`src/rtl/pfa_pkg.sv`:
```
// ----------------------------------------------------------------------------
// pfa_pkg
// Shared types, field widths and codes of the paged frame allocator.
// ----------------------------------------------------------------------------
package pfa_pkg;

	localparam int REQ_TYPE_W   = 2;
	localparam int PROC_ID_W    = 16;
	localparam int SIZE_W       = 20;
	localparam int PAGE_NUM_W   = 6;
	localparam int STATUS_W     = 2;
	localparam int FRAME_NUM_W  = 8;
	localparam int PAGE_SIZE_W  = 13;
	localparam int FRAME_CNT_W  = 9;
	localparam int CFG_ADDR_W   = 2;
	localparam int CFG_DATA_W   = 13;
	// ceil numerator: size + page_size - 1
	localparam int DIV_NUM_W    = SIZE_W + 1;

	localparam logic [REQ_TYPE_W-1:0] REQ_CREATE = 2'd0;
	localparam logic [REQ_TYPE_W-1:0] REQ_RESIZE = 2'd1;
	localparam logic [REQ_TYPE_W-1:0] REQ_LOOKUP = 2'd2;
	localparam logic [REQ_TYPE_W-1:0] REQ_REMOVE = 2'd3;

	localparam logic [STATUS_W-1:0] ST_OK         = 2'd0;
	localparam logic [STATUS_W-1:0] ST_NO_PROC    = 2'd1;
	localparam logic [STATUS_W-1:0] ST_NO_PAGE    = 2'd2;
	localparam logic [STATUS_W-1:0] ST_TABLE_FULL = 2'd3;

	localparam logic [CFG_ADDR_W-1:0] CFG_PAGE_SIZE   = 2'd0;
	localparam logic [CFG_ADDR_W-1:0] CFG_FRAME_COUNT = 2'd1;

	localparam logic [PAGE_SIZE_W-1:0] PAGE_SIZE_RST   = 13'd32;
	localparam logic [FRAME_CNT_W-1:0] FRAME_COUNT_RST = 9'd256;

	typedef enum logic [3:0] {
		S_IDLE,
		S_SEARCH,
		S_DISPATCH,
		S_DIV,
		S_GROW,
		S_SHRINK,
		S_SH_WAIT,
		S_LK_WAIT,
		S_DONE
	} pfa_state_t;

endpackage

```
`src/rtl/pfa_div.sv`:
```
// ----------------------------------------------------------------------------
// pfa_div
// Restoring divider, one quotient bit per cycle.
// ----------------------------------------------------------------------------
module pfa_div import pfa_pkg::*; #(
	parameter int NUM_W = DIV_NUM_W,
	parameter int DEN_W = PAGE_SIZE_W
) (
	input  logic             clk,
	input  logic             arst_n,
	input  logic             start,
	input  logic [NUM_W-1:0] num,
	input  logic [DEN_W-1:0] den,
	output logic             done,
	output logic [NUM_W-1:0] quot
);
	localparam int CNT_W = $clog2(NUM_W + 1);

	logic [DEN_W-1:0] rem_q;
	logic [NUM_W-1:0] quo_q;
	logic [CNT_W-1:0] cnt_q;
	logic             busy_q;
	logic             done_q;
	logic [DEN_W:0]   trial;
	logic             fits;

	assign trial = {rem_q, quo_q[NUM_W-1]};
	assign fits  = trial >= {1'b0, den};

	always_ff @(posedge clk or negedge arst_n) begin
		if (!arst_n) begin
			busy_q <= 1'b0;
			done_q <= 1'b0;
		end else begin
			done_q <= 1'b0;
			if (start) begin
				busy_q <= 1'b1;
			end else if (busy_q && cnt_q == CNT_W'(1)) begin
				busy_q <= 1'b0;
				done_q <= 1'b1;
			end
		end
	end

	always_ff @(posedge clk) begin
		if (start) begin
			rem_q <= '0;
			quo_q <= num;
			cnt_q <= CNT_W'(NUM_W);
		end else if (busy_q) begin
			rem_q <= fits ? DEN_W'(trial - {1'b0, den}) : DEN_W'(trial);
			quo_q <= {quo_q[NUM_W-2:0], fits};
			cnt_q <= cnt_q - CNT_W'(1);
		end
	end

	assign done = done_q;
	assign quot = quo_q;
endmodule
```
`config.mk`:
```
export PLATFORM = sky130hd
export DESIGN_NAME = pfa_div
export DESIGN_NICKNAME = d
export VERILOG_FILES = /design/src/rtl/pfa_pkg.sv /design/src/rtl/pfa_div.sv
export SDC_FILE = /design/constraint.sdc
export NUM_CORES = 1
export LEC_CHECK = 0
export ABC_AREA = 1
export BUFFER_PORTS_ARGS = -buffer_cell sky130_fd_sc_hd__buf_2
export CAP_MARGIN = 20
export CORE_UTILIZATION = 49
export CTS_CLUSTER_DIAMETER = 60
export DETAILED_ROUTE_END_ITERATION = 10
export PLACE_DENSITY = 0.81
export RECOVER_POWER = 50
export SLEW_MARGIN = 5
export SYNTH_ARGS = -nofsm -noshare
export SYNTH_HDL_FRONTEND = slang
export SYNTH_SLANG_ARGS = --single-unit
```
`constraint.sdc`:
```
create_clock -name clk -period 1.7 [get_ports clk]
set_input_delay 0.085 -clock clk [delete_from_list [all_inputs] [get_ports clk]]
set_output_delay 0.085 -clock clk [all_outputs]
set_load 0.02 [all_outputs]
```
==> run metrics, run 1 <==
status complete, but fails checks; violated checks setup timing; worst slack, placed -0.08144 ns; net switching power 2.229 mW; Final Wtd Congestion 0.8459; Synth Area in Simple Gates 37.33%; complex-gate fraction of the synthesized area 2.840%; Die X-Extent 76.66 µm; CTS Buf Count 5; grt ovf 0; final setup violation count 14; initial antenna violation count 0; Register-to-Register Path Depth 11; Critical Path RT 1.90 ns; worst skew pair latency 0.30 ns; Syn Inst Count 395; drt via density 5.076; core box area 0.005238 mm²; Comb power frac 55.8%; worst setup path class reg -> reg; CP Cell Sequence inv_2, ha_4, fa_2, inv_2, nand2_2, nand3_4, nand2_4, nand3_4, nand3_2, nand3_2, nand2_1; Hold Slack 0.05000 ns; die height 76.66 µm; Critical Path Fanout Max 8; Synthesized Nets 448; Pre-antenna DRT Iters 4; Int Power 2.982 mW; Critical path buffers and inverters 2; Adder-Cell Fraction of Synth Area 7.604%; proportion of layout cells with a drive suffix above 1 30.23%; wire length per cell 13.12 µm; Net Sw Frac 42.77%; Final Critical Period 1.813 ns; Peak Freq 551.6 MHz; Power Density 1411 mW/mm²; unrepaired setup endpoints after global routing yes; Port Buffer Count 58; slowest cell delay on critical path 0.38 ns; worst slew pin tran 1.102 ns; max capacitance violation total 0; maximum vdd drop 0.8032 mV; final hold vios 0; fin. max-slew vios 0; vias 2807; register area share after synthesis 38.11%; fin crit share 106.6%; clock power share 15.8%; largest net degree at the start of global routing 29; post-layout util 70.50%; total power 5.211 mW; vias in the first global route 2682; Avg Cell Area, Syn 6.915 µm²; Antenna diodes 0; multiplexer share of the synthesized area 0%; layout net count 535; CP arrival 2.01 ns; Total GRT Usage 24.34%; Worst Hold Class in -> reg; Slew headroom 26.52%; WHS Path Cells 3; Syn. warnings 0; Pleak 1.967 nW; crit end category flip-flop; Setup crit start kind flip-flop; flops & latches, synth 41; starting density of the core 52.15%; # IOs 59; residual DRC count 0; post-route insts no fill 553; cell family with most CP delay simple AND/OR/NAND/NOR gates; number of DRC markers in iteration 0 218; Mapped Area 0.002731 mm²; Slowest-stage cell, CP edfxtp_1; P&R area growth vs syn 35.18%; largest family of logic cells by synthesized area simple AND/OR/NAND/NOR gates; htree depth 2; CTS root buf clkbuf_8; row cnt 26; placed cells 537; drt total wl 7257 µm; CP Depth 11; total die area 0.005877 mm²; CTS tree built; Synth cell types 28; setup ws final -0.1130 ns; XOR/XNOR Fraction of Synth Area 1.924%; clk sink count 41; dpl hpwl 4756 µm; Seq pwr share 28.4%; first-pass GRT wire length 11550 µm; clk slew on worst S/H paths 0.09 ns; DRT antenna net count 0; Clock Path Buffers 2; clock skew 0.01051 ns
==> final timing paths <==
path                                        from                     end  slack, ns
hold reg to reg            cnt_q[4]$_SDFFE_PP1P_   cnt_q[4]$_SDFFE_PP1P_       0.47
hold / removal                           num[14]      quot[14]$_DFFE_PP_       0.05
setup / recovery              quot[20]$_DFFE_PP_  rem_q[11]$_SDFFE_PP0P_      -0.11
max in group asynchronous                 arst_n      busy_q$_DFFE_PN0P_       1.47
min in group asynchronous                 arst_n          done$_DFF_PN0_       0.10
setup reg to reg              quot[20]$_DFFE_PP_  rem_q[11]$_SDFFE_PP0P_      -0.11
==> routing by layer <==
layer	wire [µm]	global-route usage, %
met5	0	0
met4	130	8.269
met3	579	5.714
met2	3623	42.41
met1	2924	29.22
==> registers in the layout, summed over array words and instances (netlist names) <==
name / flops
busy_q: 1
cnt_q: 5
done: 1
quot: 21
rem_q: 13
==> layout by cell type, fill, tap and decap left out, drive strengths merged, types with 2 or more instances in the layout <==
| master | count |
|---|---|
| edfxtp | 21 |
| nor3 | 3 |
| o21ai | 4 |
| nand3 | 30 |
| clkbuf | 21 |
| buf | 73 |
| dfxtp | 18 |
| xor2 | 2 |
| inv | 72 |
| nor2 | 23 |
| nand4 | 17 |
| ha | 15 |
| dfrtp | 2 |
| a21oi | 7 |
| xnor2 | 4 |
| nand2 | 162 |
==> cells in the mapped netlist <==
cell        n  area [µm²]
nor2_1     19       71.32
xor2_1      2       17.52
dfxtp_1    18       360.4
a21oi_2     1       8.760
buf_2       2       10.01
clkbuf_1    6       22.52
inv_1      72       270.3
nand2_1   157       589.3
nand4_1    17       106.4
nor3_1      3       15.01
o21a_1      1       7.510
nand3_4     1       17.52
nor2_2      4       25.02
buf_8       1       15.01
nand3b_1    1       7.510
nor4_1      1       6.260
nand2_2     5       31.28
a21oi_1     6       30.03
edfxtp_1   21       630.6
fa_1        1       20.02
buf_4       2       15.01
ha_1       15       187.7
o21bai_2    1       11.26
nand3_2     2       20.02
xnor2_1     4       35.03
nand3_1    26       130.1
o21ai_0     4       20.02
dfrtp_1     2       50.05
==> worst register-to-register path, stage by stage (launching register included) <==
cell and delay [ns]:
edfxtp_1 0.38, inv_2 0.06, ha_4 0.16, fa_2 0.36, inv_2 0.11, nand2_2 0.09
nand3_4 0.09, nand2_4 0.09, nand3_4 0.15, nand3_2 0.12, nand3_2 0.07, nand2_1 0.04
==> stage by stage <==
step / instance area (µm²) / setup TNS (ns)
after floorplan: 2739 / -1.487
after global placement: 3242 / -0.1220
after detailed placement: 3242 / -0.7039
after CTS: 3590 / -0.02109
after global routing: 3692 / -1.958
final: 3692 / -1.210
==> logic make-up (layout without fill, tap and decap cells) <==
| kind of cell | Yosys count | after routing |
|---|---|---|
| compound gates | 13 | 13 |
| xor+xnor | 6 | 6 |
| fa+ha+maj | 16 | 16 |
| buf+inv | 83 | 170 |
| flops | 41 | 41 |
| simple gates | 236 | 237 |
==> power by group through the flow <==
stage / Combinational (mW) / Clock [mW] / Sequential (mW)
2_1_floorplan: 1.63 / 0 / 1.46
3_3_place_gp: 2.26 / 0 / 1.41
3_5_place_dp: 2.30 / 0 / 1.42
4_1_cts: 2.61 / 0.829 / 1.45
5_1_grt: 3.17 / 0.878 / 1.51
6_report: 2.91 / 0.823 / 1.48
==> area by class of cell <==
class,instances,area (µm²)
Fill cell,418,1545
Clock inverter,3,46.29
Sequential cell,41,1054
Multi-Input combinational cell,272,1643
Inverter,72,270.3
Clock buffer,5,68.82
Tap cell,70,87.58
Timing Repair Buffer,90,523.0
==> timing repair <==
action,4_1_cts,5_1_grt
pin swaps,5,11
hold buffers,1,0
gates cloned,1,0
resized for setup,30,25
buffers inserted,4,2
endpoints found under the setup margin,14,14
hold endpoints to repair,2,0
Note: power is estimated with default switching activity, not from simulation.
==> run 2, diff against run 1 <==
Settings changed: CELL_PAD_IN_SITES_DETAIL_PLACEMENT set to 1, CELL_PAD_IN_SITES_GLOBAL_PLACEMENT set to 1, CORE_UTILIZATION 49 to 35, PLACE_DENSITY 0.81 to 0.82.
Clock period 1.7 ns to 1.55 ns, I/O delays scaled along.
==> run metrics, run 2 (synthesis results as in run 1) <==
status complete, but fails checks; violated checks setup timing; maximum vdd drop 0.6678 mV (-17%); Hold Slack 0.04142 ns (-0.008575 ns); post-layout util 51.53% (-19 points); wire length per cell 14.90 µm (+14%); final hold vios 0 (unchanged); routing usage on met1 25.42% (-3.8 points); grt ovf 0 (unchanged); CP Cell Sequence ha_1, nand2_2, inv_1, a21oi_2, inv_1, nand2_2, nand3_4, buf_4, nand2_2, nand2_1; clk slew on worst S/H paths 0.10 ns (about the same); unrepaired setup endpoints after global routing yes; worst setup path class reg -> reg; worst skew pair latency 0.31 ns (about the same); residual DRC count 0 (unchanged); number of DRC markers in iteration 0 81 (-63%); Reg2Reg Setup Slack -0.28 ns (-0.17 ns); fin. max-slew vios 0 (unchanged); CTS tree built; Peak Freq 546.8 MHz (-0.87%); worst slew pin tran 0.3245 ns (-0.7776 ns); Slew headroom 78.29% (+52 points); Total GRT Usage 22.24% (-2.1 points); worst hold endpoint quot[1]$_DFFE_PP_; clk sink count 41 (unchanged); gr busiest metal met2; fin crit share 118.0% (+11 points); Final Critical Period 1.829 ns (+0.01582 ns); largest net degree at the start of global routing 24 (-17%); CTS Buf Count 5 (unchanged); proportion of layout cells with a drive suffix above 1 30.20% (about the same); Clock Path Buffers 2 (unchanged); register area 0.001041 mm² (-1.2%); Pre-antenna DRT Iters 4 (unchanged); DRT antenna net count 0 (unchanged); multi-input logic area 0.001551 mm² (-5.6%); row cnt 31 (+19%); max reg flops 21 (unchanged); slowest cell delay on critical path 0.34 ns (-0.04 ns); first-pass GRT wire length 14650 µm (+27%); Setup crit start kind flip-flop; Crit path top cell by count nand2_2; Critical Path Fanout Max 3 (-5); post-route design area 0.003817 mm² (+3.4%); Pleak 2.081 nW (+5.8%); total die area 0.008161 mm² (+39%); setup_tns -3.632 ns (-2.422 ns); P&R area growth vs syn 39.76%; commonest non-fill, non-tap cell in the layout nand2_1; initial antenna violation count 0 (unchanged); core box area 0.007408 mm² (+41%); Power Density 1647 mW/mm² (+17%); dpl cell area 0.003441 mm² (+6.1%); number of fill cells 973 (+130%); drt via density 4.853 (-4.4%); Port Buffer Count 58 (unchanged); CP arrival 1.88 ns (-0.13 ns); met2 Resource Use GR 41.67% (-0.74 points); final setup violation count 14 (unchanged); Critical Path RT 1.60 ns (-0.30 ns); CTS root buf clkbuf_8; WHS Path Cells 3 (unchanged); die height 90.34 µm (+18%); crit end category flip-flop; dpl hpwl 6324 µm (+33%); Worst Hold Launch num[1]; clock skew 0.01370 ns (+0.003189 ns); Die X-Extent 90.34 µm (+18%); most frequent cells in the layout nand2_1, inv_1, buf_2, buf_4, edfxtp_1; starting density of the core 36.87% (-15 points); Register-to-Register Path Depth 10 (-1); max capacitance violation total 0 (unchanged); FF-to-FF Start rem_q[7]$_SDFFE_PP0P_; vias 2907 (+3.6%); setup ws final -0.2788 ns (-0.1658 ns); Final Wtd Congestion 0.8365 (-1.1%); cell family with most CP delay simple AND/OR/NAND/NOR gates; Worst Hold Class in -> reg; Critical path buffers and inverters 3 (+1); drt total wl 8925 µm (+23%); Antenna diodes 0 (unchanged); met3 Resource Use GR 4.209% (-1.5 points); Reg2Reg Capture Point quot[0]$_DFFE_PP_; Slowest-stage cell, CP dfxtp_1; htree depth 2 (unchanged); vias in the first global route 3195 (+19%); # IOs 59 (unchanged); layout net count 552 (+3.2%)
## run 2: cell count changes in the layout (fill, tap and decap cells not counted), moves of 2 or more
| cell | previous run | this run |
|---|---|---|
| buf_12 | 0 | 3 |
| buf_4 | 26 | 45 |
| buf_6 | 3 | 1 |
| clkbuf_1 | 15 | 13 |
| dfxtp_1 | 8 | 18 |
| dfxtp_2 | 10 | 0 |
| ha_1 | 3 | 11 |
| ha_4 | 12 | 4 |
| nand2_1 | 151 | 147 |
| nand2_2 | 9 | 13 |
## run 2: how the worst max path moves through the flow
stage | startpoint | endpoint | depth (start not counted)
after floorplan | quot[20]$_DFFE_PP_ | quot[0]$_DFFE_PP_ | 11
after global routing | rem_q[7]$_SDFFE_PP0P_ | quot[0]$_DFFE_PP_ | 10
after global placement | quot[20]$_DFFE_PP_ | rem_q[5]$_SDFFE_PP0P_ | 11
after CTS | quot[20]$_DFFE_PP_ | rem_q[10]$_SDFFE_PP0P_ | 12
after detailed placement | quot[20]$_DFFE_PP_ | quot[0]$_DFFE_PP_ | 10
final | rem_q[7]$_SDFFE_PP0P_ | quot[0]$_DFFE_PP_ | 10
## run 2: layout make-up
type / count / share of cell area (%)
Clock buffer: 5 / 1.803
Clock inverter: 3 / 1.803
Inverter: 72 / 7.080
Multi-Input combinational cell: 271 / 40.64
Sequential cell: 41 / 27.27
Tap cell: 99 / 3.245
Timing Repair Buffer: 108 / 18.16
## run 2: power by group
part / total (mW) / leakage (nW) / internal [mW] / switching, mW
Clock: 1.08 / 0.0687 / 0.649 / 0.435
Sequential: 1.54 / 0.403 / 1.38 / 0.159
Combinational: 3.67 / 1.61 / 1.65 / 2.02
Total: 6.29 / 2.08 / 3.67 / 2.62
## run 2: through the flow
| step | power (mW) | cells | setup WS (ns) |
|---|---|---|---|
| 3_3_place_gp | 4.373 | 586 | -0.1843 |
| 6_report | 6.288 | 599 | -0.2788 |
| 2_1_floorplan | 3.392 | 395 | -0.2976 |
| 5_1_grt | 6.733 | 599 | -0.3653 |
| 4_1_cts | 5.965 | 600 | -0.2870 |
| 3_5_place_dp | 4.528 | 586 | -0.2909 |
## run 2: timing repair
| action | 4_1_cts | 5_1_grt |
|---|---|---|
| hold buffers | 1 | 0 |
| gates resized for setup | 13 | 27 |
| hold endpoints to repair | 2 | 0 |
| pin swaps | 4 | 12 |
| buffers inserted | 5 | 0 |
| endpoints found under the setup margin | 14 | 14 |
## run 2: worst reg2reg max path: cells and delay by family (launching register included)
kind,cells,cell delay [ns]
buffers and inverters,3,0.30
adder cells (fa/ha/maj),1,0.32
flip-flops,1,0.34
AO/OA/AOI/OAI,1,0.15
AND/OR/NAND/NOR,5,0.46
## run 2: per-layer routing
layer	vias up	share of wire (%)
met5	-	0
li1	1432	-
met1	1379	42
met2	80	53
met4	0	1.6
met3	16	4.1
